<file path="src/hw/rtl/sps_pkg.sv">
// shared types, character codes and result helpers for the source phrase splitter
// used by sps_front, sps_fifo, sps_back and source_phrase_splitter; no dependencies
package sps_pkg;

  // character codes
  localparam logic [7:0] CH_HASH   = 8'h23;
  localparam logic [7:0] CH_SLASH  = 8'h2F;
  localparam logic [7:0] CH_STAR   = 8'h2A;
  localparam logic [7:0] CH_QUOTE  = 8'h22;
  localparam logic [7:0] CH_NL     = 8'h0A;
  localparam logic [7:0] CH_LPAREN = 8'h28;
  localparam logic [7:0] CH_RPAREN = 8'h29;
  localparam logic [7:0] CH_LBRACE = 8'h7B;
  localparam logic [7:0] CH_RBRACE = 8'h7D;
  localparam logic [7:0] CH_LBRACK = 8'h5B;
  localparam logic [7:0] CH_RBRACK = 8'h5D;
  localparam logic [7:0] CH_COMMA  = 8'h2C;
  localparam logic [7:0] CH_SEMI   = 8'h3B;
  localparam logic [7:0] CH_COLON  = 8'h3A;
  localparam logic [7:0] CH_DOT    = 8'h2E;

  // phrase kind codes
  localparam logic [2:0] KIND_PLAIN  = 3'd0;
  localparam logic [2:0] KIND_DIRECT = 3'd1;
  localparam logic [2:0] KIND_LINE   = 3'd2;
  localparam logic [2:0] KIND_BLOCK  = 3'd3;
  localparam logic [2:0] KIND_STRING = 3'd4;
  localparam logic [2:0] KIND_PUNCT  = 3'd5;

  localparam int unsigned MAX_RES = 3;

  typedef enum logic [4:0] {
    MODE_PLAIN  = 5'b00001,
    MODE_DIRECT = 5'b00010,
    MODE_LINE   = 5'b00100,
    MODE_BLOCK  = 5'b01000,
    MODE_STRING = 5'b10000
  } sps_mode_t;

  typedef struct packed {
    logic [7:0] ch;
    logic       has;
    logic       fin;
    logic [2:0] kind;
  } sps_res_t;

  // all results caused by one input character
  typedef struct packed {
    logic [1:0]                 cnt;
    sps_res_t [MAX_RES-1:0]     res;
  } sps_bundle_t;

  function automatic logic [2:0] mode_kind(sps_mode_t m);
    logic [2:0] k;
    case (m)
      MODE_DIRECT: k = KIND_DIRECT;
      MODE_LINE:   k = KIND_LINE;
      MODE_BLOCK:  k = KIND_BLOCK;
      MODE_STRING: k = KIND_STRING;
      default:     k = KIND_PLAIN;
    endcase
    return k;
  endfunction

  function automatic sps_res_t mk_char(logic [7:0] c, logic fin, logic [2:0] kind);
    sps_res_t r;
    r.ch   = c;
    r.has  = 1'b1;
    r.fin  = fin;
    r.kind = kind;
    return r;
  endfunction

  function automatic sps_res_t mk_end(logic [2:0] kind);
    sps_res_t r;
    r.ch   = 8'h00;
    r.has  = 1'b0;
    r.fin  = 1'b1;
    r.kind = kind;
    return r;
  endfunction

endpackage

</file>
<file path="src/hw/rtl/sps_front.sv">
// front end: scanner state, classifies one character per cycle unless q_full
// depends on sps_pkg; pushes one bundle of up to three results into sps_fifo
module sps_front
  import sps_pkg::*;
(
  input  logic        clk,
  input  logic        rst_n,
  input  logic        in_valid,
  output logic        in_ready,
  input  logic [7:0]  in_ch,
  input  logic        in_eoi,
  input  logic        q_full,
  output logic        q_push,
  output sps_bundle_t q_bundle
);

  sps_mode_t mode_r, mode_nxt;
  logic      open_r, open_nxt;
  logic      slash_r, slash_nxt;
  logic      star_r, star_nxt;

  sps_res_t [MAX_RES-1:0] slots;
  logic [1:0] cnt;
  logic       open_v;
  logic       do_plain;
  logic       is_punct;
  logic       accept;
  logic [2:0] cmt_kind;

  assign is_punct = in_ch inside {CH_LPAREN, CH_RPAREN, CH_LBRACE, CH_RBRACE, CH_LBRACK,
                                  CH_RBRACK, CH_COMMA, CH_SEMI, CH_COLON, CH_DOT};
  assign cmt_kind = (in_ch == CH_SLASH) ? KIND_LINE : KIND_BLOCK;

  always_comb begin
    mode_nxt  = mode_r;
    open_nxt  = open_r;
    slash_nxt = slash_r;
    star_nxt  = star_r;
    slots     = '0;
    cnt       = 2'd0;
    open_v    = open_r;
    do_plain  = 1'b0;
    if (in_eoi) begin
      if (slash_r) begin
        slots[cnt] = mk_char(CH_SLASH, 1'b0, KIND_PLAIN);
        cnt = cnt + 2'd1;
      end
      if (mode_r == MODE_BLOCK && star_r) begin
        slots[cnt] = mk_char(CH_STAR, 1'b0, KIND_BLOCK);
        cnt = cnt + 2'd1;
      end
      if (mode_r == MODE_DIRECT || mode_r == MODE_LINE || mode_r == MODE_BLOCK ||
          mode_r == MODE_STRING) begin
        slots[cnt] = mk_end(mode_kind(mode_r));
        cnt = cnt + 2'd1;
      end else if (open_r || slash_r) begin
        slots[cnt] = mk_end(KIND_PLAIN);
        cnt = cnt + 2'd1;
      end
      mode_nxt  = MODE_PLAIN;
      open_nxt  = 1'b0;
      slash_nxt = 1'b0;
      star_nxt  = 1'b0;
    end else begin
      case (mode_r)
        MODE_DIRECT, MODE_LINE: begin
          if (in_ch == CH_NL) begin
            slots[0] = mk_end(mode_kind(mode_r));
            mode_nxt = MODE_PLAIN;
          end else begin
            slots[0] = mk_char(in_ch, 1'b0, mode_kind(mode_r));
          end
          cnt = 2'd1;
        end
        MODE_BLOCK: begin
          if (star_r) begin
            slots[0] = mk_char(CH_STAR, 1'b0, KIND_BLOCK);
            if (in_ch == CH_SLASH) begin
              slots[1] = mk_char(CH_SLASH, 1'b1, KIND_BLOCK);
              cnt      = 2'd2;
              star_nxt = 1'b0;
              mode_nxt = MODE_PLAIN;
            end else if (in_ch == CH_STAR) begin
              cnt = 2'd1;
            end else begin
              slots[1] = mk_char(in_ch, 1'b0, KIND_BLOCK);
              cnt      = 2'd2;
              star_nxt = 1'b0;
            end
          end else if (in_ch == CH_STAR) begin
            star_nxt = 1'b1;
          end else begin
            slots[0] = mk_char(in_ch, 1'b0, KIND_BLOCK);
            cnt      = 2'd1;
          end
        end
        MODE_STRING: begin
          if (in_ch == CH_QUOTE) begin
            slots[0] = mk_char(in_ch, 1'b1, KIND_STRING);
            mode_nxt = MODE_PLAIN;
          end else begin
            slots[0] = mk_char(in_ch, 1'b0, KIND_STRING);
          end
          cnt = 2'd1;
        end
        default: begin
          // plain text, also any stray mode code
          mode_nxt = MODE_PLAIN;
          do_plain = 1'b1;
          if (slash_r) begin
            slash_nxt = 1'b0;
            if (in_ch == CH_SLASH || in_ch == CH_STAR) begin
              do_plain = 1'b0;
              if (open_r) begin
                slots[cnt] = mk_end(KIND_PLAIN);
                cnt = cnt + 2'd1;
                open_nxt = 1'b0;
              end
              slots[cnt] = mk_char(CH_SLASH, 1'b0, cmt_kind);
              cnt = cnt + 2'd1;
              slots[cnt] = mk_char(in_ch, 1'b0, cmt_kind);
              cnt = cnt + 2'd1;
              mode_nxt = (in_ch == CH_SLASH) ? MODE_LINE : MODE_BLOCK;
              star_nxt = 1'b0;
            end else begin
              slots[cnt] = mk_char(CH_SLASH, 1'b0, KIND_PLAIN);
              cnt = cnt + 2'd1;
              open_v   = 1'b1;
              open_nxt = 1'b1;
            end
          end
          if (do_plain) begin
            if (in_ch == CH_HASH || in_ch == CH_QUOTE || is_punct) begin
              if (open_v) begin
                slots[cnt] = mk_end(KIND_PLAIN);
                cnt = cnt + 2'd1;
                open_nxt = 1'b0;
              end
              if (in_ch == CH_HASH) begin
                slots[cnt] = mk_char(in_ch, 1'b0, KIND_DIRECT);
                mode_nxt = MODE_DIRECT;
              end else if (in_ch == CH_QUOTE) begin
                slots[cnt] = mk_char(in_ch, 1'b0, KIND_STRING);
                mode_nxt = MODE_STRING;
              end else begin
                slots[cnt] = mk_char(in_ch, 1'b1, KIND_PUNCT);
              end
              cnt = cnt + 2'd1;
            end else if (in_ch == CH_SLASH) begin
              slash_nxt = 1'b1;
            end else if (in_ch != CH_NL) begin
              slots[cnt] = mk_char(in_ch, 1'b0, KIND_PLAIN);
              cnt = cnt + 2'd1;
              open_nxt = 1'b1;
            end
          end
        end
      endcase
    end
  end

  assign in_ready       = !q_full;
  assign accept         = in_valid && in_ready;
  assign q_push         = accept && (cnt != 2'd0);
  assign q_bundle.cnt   = cnt;
  assign q_bundle.res   = slots;

  always_ff @(posedge clk) begin
    if (!rst_n) begin
      mode_r  <= MODE_PLAIN;
      open_r  <= 1'b0;
      slash_r <= 1'b0;
      star_r  <= 1'b0;
    end else if (accept) begin
      mode_r  <= mode_nxt;
      open_r  <= open_nxt;
      slash_r <= slash_nxt;
      star_r  <= star_nxt;
    end
  end

endmodule

</file>
<file path="src/hw/rtl/sps_fifo.sv">
// short bundle queue between the classifier and the result unloader
// depends on sps_pkg for the bundle type
module sps_fifo
  import sps_pkg::*;
#(
  parameter int unsigned DEPTH = 4
) (
  input  logic        clk,
  input  logic        rst_n,
  input  logic        push,
  input  sps_bundle_t push_data,
  input  logic        pop,
  output sps_bundle_t head,
  output logic        empty,
  output logic        full
);

  localparam int unsigned PTR_W = (DEPTH > 1) ? $clog2(DEPTH) : 1;
  localparam int unsigned CNT_W = $clog2(DEPTH + 1);

  sps_bundle_t mem_r [DEPTH];
  logic [PTR_W-1:0] wr_ptr_r, rd_ptr_r;
  logic [CNT_W-1:0] count_r;

  assign empty = (count_r == '0);
  assign full  = (count_r == CNT_W'(DEPTH));
  assign head  = mem_r[rd_ptr_r];

  always_ff @(posedge clk) begin
    if (push) begin
      mem_r[wr_ptr_r] <= push_data;
    end
  end

  always_ff @(posedge clk) begin
    if (!rst_n) begin
      wr_ptr_r <= '0;
      rd_ptr_r <= '0;
      count_r  <= '0;
    end else begin
      if (push) begin
        wr_ptr_r <= (wr_ptr_r == PTR_W'(DEPTH - 1)) ? '0 : wr_ptr_r + 1'b1;
      end
      if (pop) begin
        rd_ptr_r <= (rd_ptr_r == PTR_W'(DEPTH - 1)) ? '0 : rd_ptr_r + 1'b1;
      end
      if (push && !pop) begin
        count_r <= count_r + 1'b1;
      end else if (pop && !push) begin
        count_r <= count_r - 1'b1;
      end
    end
  end

endmodule

</file>
<file path="src/hw/rtl/sps_back.sv">
// back end: while the output keeps up, unloads one result per cycle from the queue
// head into the output register; depends on sps_pkg; marks each bundle's last result
module sps_back
  import sps_pkg::*;
(
  input  logic        clk,
  input  logic        rst_n,
  input  sps_bundle_t head,
  input  logic        q_empty,
  output logic        q_pop,
  output logic        out_valid,
  input  logic        out_ready,
  output sps_res_t    out_res,
  output logic        out_last
);

  logic [1:0] idx_r;
  logic       out_valid_r;
  sps_res_t   out_res_r;
  logic       out_last_r;
  logic       load;
  logic       is_last;

  assign is_last = ((idx_r + 2'd1) == head.cnt);
  assign load    = !q_empty && (!out_valid_r || out_ready);
  assign q_pop   = load && is_last;

  always_ff @(posedge clk) begin
    if (!rst_n) begin
      idx_r       <= 2'd0;
      out_valid_r <= 1'b0;
    end else if (load) begin
      idx_r       <= is_last ? 2'd0 : idx_r + 2'd1;
      out_valid_r <= 1'b1;
    end else if (out_ready) begin
      out_valid_r <= 1'b0;
    end
  end

  always_ff @(posedge clk) begin
    if (load) begin
      out_res_r  <= head.res[idx_r];
      out_last_r <= is_last;
    end
  end

  assign out_valid = out_valid_r;
  assign out_res   = out_res_r;
  assign out_last  = out_last_r;

endmodule

</file>
<file path="src/hw/rtl/source_phrase_splitter.sv">
// top level of the source phrase splitter: classifier, bundle queue and result unloader
// depends on sps_pkg, sps_front, sps_fifo and sps_back
//
// usage
//  - input stream: one source character per request on in_tdata; in_tlast high marks
//    end of text, which flushes a held '/' or '*' and closes any open phrase, after
//    which the scanner is back in its reset state (the character bits are ignored)
//  - output stream: one phrase character or bare phrase end per request; out_tlast
//    is high on the last result caused by one input character
//  - each input character gives zero to three results; all results of one character
//    are formed in the accepting cycle and stored as one bundle in a short queue
//  - the results of a character pass through the bundle queue, then the output register;
//    further results of the same character follow one a cycle while the output keeps up
//  - throughput: one character per cycle while the output keeps up; the output side
//    moves one result per cycle, so the sustained input rate is set by the output
//    port and the average results per character, bursts absorbed by FIFO_DEPTH bundles
//  - in_tready drops only when the queue is full; a stalled receiver fills the
//    queue and then holds off the source, nothing is lost or repeated
//  - reset (rst_n low, synchronous) returns the scanner to plain text and empties
//    the queue and the output register
module source_phrase_splitter
  import sps_pkg::*;
#(
  parameter int unsigned FIFO_DEPTH = 4
) (
  input  logic        clk,
  input  logic        rst_n,
  input  logic        in_tvalid,
  output logic        in_tready,
  input  logic [7:0]  in_tdata,   // [7:0] text_byte
  input  logic        in_tlast,   // end_of_input
  output logic        out_tvalid,
  input  logic        out_tready,
  output logic [15:0] out_tdata,  // [7:0] phrase_byte, [8] phrase_end, [15:9] zero
  output logic [3:0]  out_tuser,  // [0] has_byte, [3:1] phrase_kind
  output logic        out_tlast   // run_last
);

  // front to queue
  logic        q_push;
  sps_bundle_t q_wdata;
  logic        q_full;

  // queue to back
  sps_bundle_t q_head;
  logic        q_empty;
  logic        q_pop;

  sps_res_t    res;

  // classifier with scanner state, takes one character a cycle while the queue has room
  sps_front u_front (
    .clk      (clk),
    .rst_n    (rst_n),
    .in_valid (in_tvalid),
    .in_ready (in_tready),
    .in_ch    (in_tdata),
    .in_eoi   (in_tlast),
    .q_full   (q_full),
    .q_push   (q_push),
    .q_bundle (q_wdata)
  );

  // bundles waiting to be unloaded
  sps_fifo #(
    .DEPTH (FIFO_DEPTH)
  ) u_fifo (
    .clk       (clk),
    .rst_n     (rst_n),
    .push      (q_push),
    .push_data (q_wdata),
    .pop       (q_pop),
    .head      (q_head),
    .empty     (q_empty),
    .full      (q_full)
  );

  // result unloader and output register
  sps_back u_back (
    .clk       (clk),
    .rst_n     (rst_n),
    .head      (q_head),
    .q_empty   (q_empty),
    .q_pop     (q_pop),
    .out_valid (out_tvalid),
    .out_ready (out_tready),
    .out_res   (res),
    .out_last  (out_tlast)
  );

  // pack result fields onto the stream
  assign out_tdata = {7'd0, res.fin, res.ch};
  assign out_tuser = {res.kind, res.has};

`ifndef SYNTH
  // the queue never takes a bundle while full
  a_no_push_full: assert property (@(posedge clk) disable iff (!rst_n)
    q_push |-> !q_full)
    else $error("bundle pushed into full queue");

  // the unloader never pops an empty queue
  a_no_pop_empty: assert property (@(posedge clk) disable iff (!rst_n)
    q_pop |-> !q_empty)
    else $error("pop from empty queue");

  // a result without a character is always a phrase end with a zero byte
  a_bare_end: assert property (@(posedge clk) disable iff (!rst_n)
    (out_tvalid && !out_tuser[0]) |-> (out_tdata[8] && out_tdata[7:0] == 8'h00))
    else $error("bare result is not a clean phrase end");

  // a pushed bundle always carries a result count of one to three
  a_push_cnt: assert property (@(posedge clk) disable iff (!rst_n)
    q_push |-> (q_wdata.cnt != 2'd0))
    else $error("empty bundle pushed");
`endif

endmodule

</file>
<file path="config.mk">
export PLATFORM = sky130hd
export DESIGN_NAME = source_phrase_splitter
export DESIGN_NICKNAME = d
export VERILOG_FILES = /design/src/hw/rtl/sps_pkg.sv /design/src/hw/rtl/sps_front.sv /design/src/hw/rtl/sps_fifo.sv /design/src/hw/rtl/sps_back.sv /design/src/hw/rtl/source_phrase_splitter.sv
export SDC_FILE = /design/constraint.sdc
export NUM_CORES = 1
export LEC_CHECK = 0
export BUFFER_PORTS_ARGS = -buffer_cell sky130_fd_sc_hd__buf_2
export CORE_MARGIN = 4
export CORE_UTILIZATION = 50
export CTS_BUF_LIST = sky130_fd_sc_hd__clkbuf_8
export DETAILED_ROUTE_END_ITERATION = 10
export HOLD_SLACK_MARGIN = 0.02
export PLACE_DENSITY = 0.77
export SETUP_SLACK_MARGIN = 0.3
export SLEW_MARGIN = 20
export SYNTH_ARGS = -nofsm -noshare
export SYNTH_HDL_FRONTEND = slang
export SYNTH_SLANG_ARGS = --single-unit
export TNS_END_PERCENT = 5
</file>
<file path="constraint.sdc">
create_clock -name clk -period 9.9 [get_ports clk]
set_clock_uncertainty 0.2 [all_clocks]
set_input_delay 1.98 -clock clk [delete_from_list [all_inputs] [get_ports clk]]
set_output_delay 1.98 -clock clk [all_outputs]
set_load 0.02 [all_outputs]
</file>
==> qor.yml, run 1 <==
grt_overflow_total: 0
h-tree-depth: 4
yosysTopAreaCellShare: 0.575
post-place-ws_ns: 3.05
syn_to_final_growth_pct: 6.77
grt_pass1_wl_um: 32900
p_sw_frac: 0.311
drt_first_iter_violations: 874
crit_path_start: "in_tdata[4]"
cts_setup_buffers: 0
clk-insertion-delay-late_ns: 0.46
coreArea_sq_um: 18100
ys.flop_type: "edfxtp_1"
reg2reg_setup_slack_ns: 5.17
postCtsHoldBufs: 0
synth-edff-count: 178
ys_ff_latch: 198
io_pins: 36
grt_max_degree: 42
power_frac_clock: 0.234
die_y_um: 144
ff_latch_area_sq_um: 5750
rsz0062_at_grt: "false"
cp_max_fo: 7
combPwrFrac: 0.248
crit_end: "u_fifo.count_r[2]"
synthArstFlopShare: 0
arrival_ns: 6.59
peakVddDrop_mv: 0.116
p_per_area_nw_per_um2: 209
drc: 0
grt_use_met1: 0.289
fillers: 1431
routedWlPerCell_um: 23.3
synth.largest_area_cell: "edfxtp_1"
synthTopCellsByCount: "edfxtp_1 (178), nand2_1 (51), nor2_1 (46)"
drv_cap: 0
dr.pass1.iters: 5
grt_usage: 0.213
period_minus_slack_ns: 6.41
reg2reg_depth: 15
leakage_nw: 3.31
synth_area_leaders: "edfxtp_1 (58%), mux4_2 (9.9%), dfxtp_1 (4.3%), nand2_1 (2.1%), mux2i_1 (2.0%)"
layout-drive-gt1-share: 0.172
crit_path_end_kind: "register"
routed_wl_um: 21700
finalNetCount: 717
cp_data_required_time_ns: 10.08
path_clk_slew_ns: 0.10
start_kind: "input port"
synth_cell_types: 65
final_hold_viol_count: 0
vias: 5874
ctsResizeCount: 0
first_global_vias: 5513
cts-buffers-inserted: 17
hold_path.class: "register to register"
fmax_ghz: 0.156
setup_tns_ns: 0
p_int_w: 0.00143
port_buffers: 28
diodes: 0
grt_util_met2: 0.346
slew_headroom: 0.262
numClockSinks: 198
antenna_left: 0
setup-violations-final: 0
via_per_inst: 6.31
die_area_sq_um: 20800
final.setup.worst_slack_ns: 3.49
yosysMostFrequentCell: "edfxtp_1"
worst_pin_slew_ns: 1.11
rows: 49
cts.path.max_buffers: 2
slew_viol_final: 0
reg2reg_from: "u_front.mode_r[4]"
use_met3: 0.0499
hold_depth: 2
ys_seq_area_frac: 0.618
cts_root_buf: "clkbuf_8"
top_usage_layer: "met2"
die_x_um: 144
antenna_found_initial: 0
gp_congestion: 1.00
dp_hpwl_um: 14500
synthCells: 684
multi_input_area_sq_um: 3230
initial_core_util: 0.512
min_period_over_period: 0.648
yosysWarnings: 0
cts_tree: "yes"
syn_area_per_cell_sq_um: 13.6
pwr-share-seq: 0.518
worstSetupPathType: "input port to register"
switching_power_w: 0.000644
status: "complete, no violations"
rr_endpoint: "u_fifo.count_r[2]"
synthesis.area_sq_um: 9290
[per-stage QoR]
step | cell area (sq um) | instances | total power, W | hold WS (ns) | util
final | 9920 | 931 | 0.00207 | 0.291 | 0.547
after global routing | 9920 | 931 | 0.00217 | 0.365 | 0.547
after CTS | 9920 | 931 | 0.00208 | 0.296 | 0.546
after detailed placement | 9540 | 899 | 0.00161 | 0.282 | 0.526
after global placement | 9540 | 899 | 0.00160 | 0.273 | 0.526
after floorplan | 9310 | 690 | 0.00147 | 0.268 | -
[critical path: stages]
cell and delay (ns):
buf_2 0.15, or4b_4 0.61, or3_1 0.48, o21ai_0 0.27
ha_1 0.31, nor2_1 0.11, nor2_1 0.06, ha_1 0.30
a21oi_1 0.12, o21ai_1 0.15, a22oi_2 0.32, o21ba_1 0.35
ha_1 0.25, inv_1 0.07, fa_1 0.43, xor2_1 0.18
or3_1 0.30, a21boi_0 0.16
[cells in the final DEF (no fill, tap or decap), drive strengths merged, types with 10 or more instances in the layout]
| master | n |
|---|---|
| nor2 | 46 |
| nor3 | 13 |
| ha | 14 |
| and2 | 11 |
| nand2 | 52 |
| o22ai | 16 |
| nand3 | 16 |
| edfxtp | 178 |
| dfxtp | 20 |
| buf | 31 |
| a21oi | 32 |
| o21ai | 36 |
| inv | 36 |
| mux4 | 41 |
| clkbuf | 17 |
| a21boi | 10 |
| mux2i | 19 |
[sequential cells by signal, summed over array words and instances, names as in the netlist, 2 cells and up, named ones only]
name	flops
u_fifo.wr_ptr_r	2
u_front.mode_r	5
u_back.idx_r	2
u_fifo.count_r	3
u_back.out_res	13
u_fifo.mem_r	164
u_fifo.rd_ptr_r	2
[area by class of cell]
class	count	area share
clock inverters	15	0.0140
clock buffers	17	0.0236
well taps	229	0.0289
repair buffers	31	0.0164
inverters	31	0.0119
flip-flops and latches	198	0.579
multi-input cells	410	0.326
[routing by layer]
metal  share of wire  wire (um)  vias up
met1            0.40       8610     2906
met3           0.087       1890       31
li1                -          -     2615
met2            0.49      10700      322
met5               0          0        -
met4           0.021        461        0
[power groups by stage]
stage | Clock, W | Combinational (W) | Sequential (W)
5_1_grt | 0.000529 | 0.000560 | 0.00108
2_1_floorplan | 0 | 0.000350 | 0.00112
3_5_place_dp | 0 | 0.000517 | 0.00109
3_3_place_gp | 0 | 0.000509 | 0.00109
4_1_cts | 0.000490 | 0.000518 | 0.00108
6_report | 0.000485 | 0.000514 | 0.00107
[worst min path at each step]
| stage | startpoint | to | slack [ns] |
|---|---|---|---|
| global route | u_back.out_valid | u_back.out_valid | 0.36 |
| CTS | u_back.out_valid | u_back.out_valid | 0.30 |
| floorplan | u_fifo.wr_ptr_r[1] | u_fifo.wr_ptr_r[1] | 0.27 |
| global placement | u_back.out_valid | u_back.out_valid | 0.27 |
| detailed placement | u_back.out_valid | u_back.out_valid | 0.28 |
| finish | u_back.out_valid | u_back.out_valid | 0.29 |
[cells by family after synthesis]
family,count (synthesis),share of synthesized area
flip-flops,198,0.618
AND/OR/NAND/NOR,175,0.0932
AO/OA/AOI/OAI,142,0.0998
buffers and inverters,82,0.0370
multiplexers,60,0.120
adder cells (fa/ha/maj),15,0.0210
XOR/XNOR,11,0.0104
other,1,0.000404
(Power assumes the default switching activity.)
==> run 2: changes to the inputs <==
PLACE_DENSITY = 0.79   (was 0.77)
clock period = 5.7 ns   (was 9.9 ns; I/O delays follow)
==> qor.yml, run 2 (synthesis gave the netlist of run 1 again) <==
status: "complete, no violations"
finalNetCount: 734  # +2.4%
rows: 49  # unchanged
coreArea_sq_um: 18100  # unchanged
path_clk_slew_ns: 0.11  # about the same
reg2reg_setup_slack_ns: 1.28  # -3.89 ns
multi_input_area_sq_um: 3230  # -0.12%
antenna_found_initial: 0  # unchanged
ff_latch_area_sq_um: 5750  # unchanged
arrival_ns: 5.31  # -1.28 ns
syn_to_final_growth_pct: 9.32
die_y_um: 144  # unchanged
port_buffers: 28  # unchanged
setup-violations-final: 0  # unchanged
first_global_vias: 5851  # +6.1%
holdWs_ns: 0.291  # +0.000296 ns
power_frac_clock: 0.252  # +0.018
hold_path.class: "register to register"
cpPeakStageDelay_ns: 0.56  # -0.05 ns
h-tree-depth: 4  # unchanged
ctsResizeCount: 0  # unchanged
clk-insertion-delay-late_ns: 0.48  # +0.02 ns
cts.path.max_buffers: 2  # unchanged
reg2reg_from: "u_front.mode_r[2]"
dp_hpwl_um: 14200  # -1.9%
die_area_sq_um: 20800  # unchanged
die_x_um: 144  # unchanged
fmax_ghz: 0.196
postCtsHoldBufs: 0  # unchanged
cts_setup_buffers: 0  # unchanged
grt_usage: 0.216  # +0.00261
initial_core_util: 0.512  # unchanged
vias: 5922  # +0.82%
p_int_w: 0.00255  # +79%
routedWlPerCell_um: 22.7  # -2.7%
rr_endpoint: "u_fifo.count_r[2]"
dr.pass1.iters: 5  # unchanged
critPathTopFamily: "simple AND/OR/NAND/NOR gates"
drt_first_iter_violations: 714  # -18%
pwr-share-seq: 0.506  # -0.012
via_per_inst: 6.25  # -0.99%
post-place-ws_ns: 0.0969  # -2.95 ns
start_kind: "input port"
numClockSinks: 198  # unchanged
cp_data_required_time_ns: 5.92  # -4.16 ns
crit_buf_inv: 2  # unchanged
cts-buffers-inserted: 17  # unchanged
gp_congestion: 0.971  # -2.9%
routed_wl_um: 21500  # -0.97%
worstSetupPathType: "input port to register"
slowest_stage: "or4b_4"
hp-start: "u_back.out_valid"
cp_max_fo: 7  # unchanged
switching_power_w: 0.00113  # +76%
fillers: 1430  # -0.070%
reg2reg_depth: 15  # unchanged
crit_path_end_kind: "register"
leakage_nw: 3.43  # +3.5%
mostFrequentLayoutCells: "edfxtp_1 (178), nand2_1 (51), nor2_1 (46)"
rsz0062_at_grt: "false"
setup_tns_ns: 0  # unchanged
cts_tree: "yes"
crit_chain: "buf_2 > or4b_4 > or3_1 > o21ai_0 > ha_1 > nor2_1 > nor2_1 > ha_1 > a21oi_1 > o21ai_1 > a22oi_2 > o21ba_1 > ha_1 > inv_1 > fa_1 > xor2_1 > or3_1 > a21boi_0"
slew_viol_final: 0  # unchanged
io_pins: 36  # unchanged
combPwrFrac: 0.242  # -0.006
antenna_left: 0  # unchanged
final_common_cell: "edfxtp_1"
grt_pass1_wl_um: 33400  # +1.4%
fin_total_pwr_w: 0.00369  # +78%
crit_path_start: "in_tdata[4]"
drv_cap: 0  # unchanged
p_per_area_nw_per_um2: 363  # +74%
final.setup.worst_slack_ns: 0.611  # -2.88 ns
peakVddDrop_mv: 0.163  # +40%
worst_pin_slew_ns: 0.877  # -0.230 ns
drc: 0  # unchanged
largest_reg_flops: 164  # unchanged
grt_overflow_total: 0  # unchanged
period_minus_slack_ns: 5.09
grt_max_degree: 42  # unchanged
layout-drive-gt1-share: 0.196  # +0.0237
cpMostUsedCell: "ha_1"
diodes: 0  # unchanged
crit_end: "u_fifo.count_r[2]"
cts_root_buf: "clkbuf_8"
slew_headroom: 0.415  # +0.153
final_hold_viol_count: 0  # unchanged
top_register: "u_fifo.mem_r"
p_sw_frac: 0.307  # -0.00347
min_period_over_period: 0.893
worstSetupPathDepth: 18  # unchanged
[run 2: final cells by class]
| type | instances | share of cell area |
|---|---|---|
| inverter | 31 | 0.0116 |
| clock buffer | 17 | 0.0230 |
| tap | 229 | 0.0282 |
| timing repair buffer | 48 | 0.0335 |
| multi-input combinational | 410 | 0.318 |
| sequential | 198 | 0.566 |
| clock inverter | 15 | 0.0198 |
[run 2: metal layers]
metal	up-vias	GRT usage	share of wire
li1	2652	-	-
met1	2943	0.292	0.41
met2	290	0.347	0.48
met3	37	0.0522	0.083
met4	0	0.0717	0.022
met5	-	0	0
[run 2: worst reg2reg max path, stage by stage, from the launching register on]
cell	delay, ns
dfxtp_1	0.51
nor2_1	0.16
and3_1	0.26
nand2_1	0.37
inv_1	0.22
ha_1	0.46
xor2_1	0.17
o21ai_0	0.10
a41oi_1	0.36
o21ba_1	0.20
ha_1	0.20
inv_1	0.07
fa_1	0.42
xor2_1	0.18
or3_1	0.30
a21boi_0	0.16
[run 2: worst min path at each step]
stage / slack, ns / cells after the start / endpoint
after floorplan: 0.27 / 2 / u_fifo.wr_ptr_r[1]
after global placement: 0.26 / 2 / u_back.out_valid
after detailed placement: 0.28 / 2 / u_back.out_valid
after CTS: 0.30 / 2 / u_back.out_valid
after global routing: 0.34 / 2 / u_back.out_valid
final: 0.29 / 2 / u_back.out_valid
[run 2: power groups by stage]
stage / registers, W / logic (W) / clock network [W]
floorplan: 0.00194 / 0.000608 / 0
global placement: 0.00189 / 0.000883 / 0
detailed placement: 0.00190 / 0.000903 / 0
CTS: 0.00187 / 0.000907 / 0.000950
global route: 0.00189 / 0.000977 / 0.00101
finish: 0.00186 / 0.000892 / 0.000929
[run 2: through the flow]
stage	area (sq um)	cells	util
finish	10200	948	0.560
global route	10200	948	0.560
CTS	10200	948	0.560
detailed placement	9720	916	0.536
global placement	9720	916	0.536
floorplan	9320	690	-
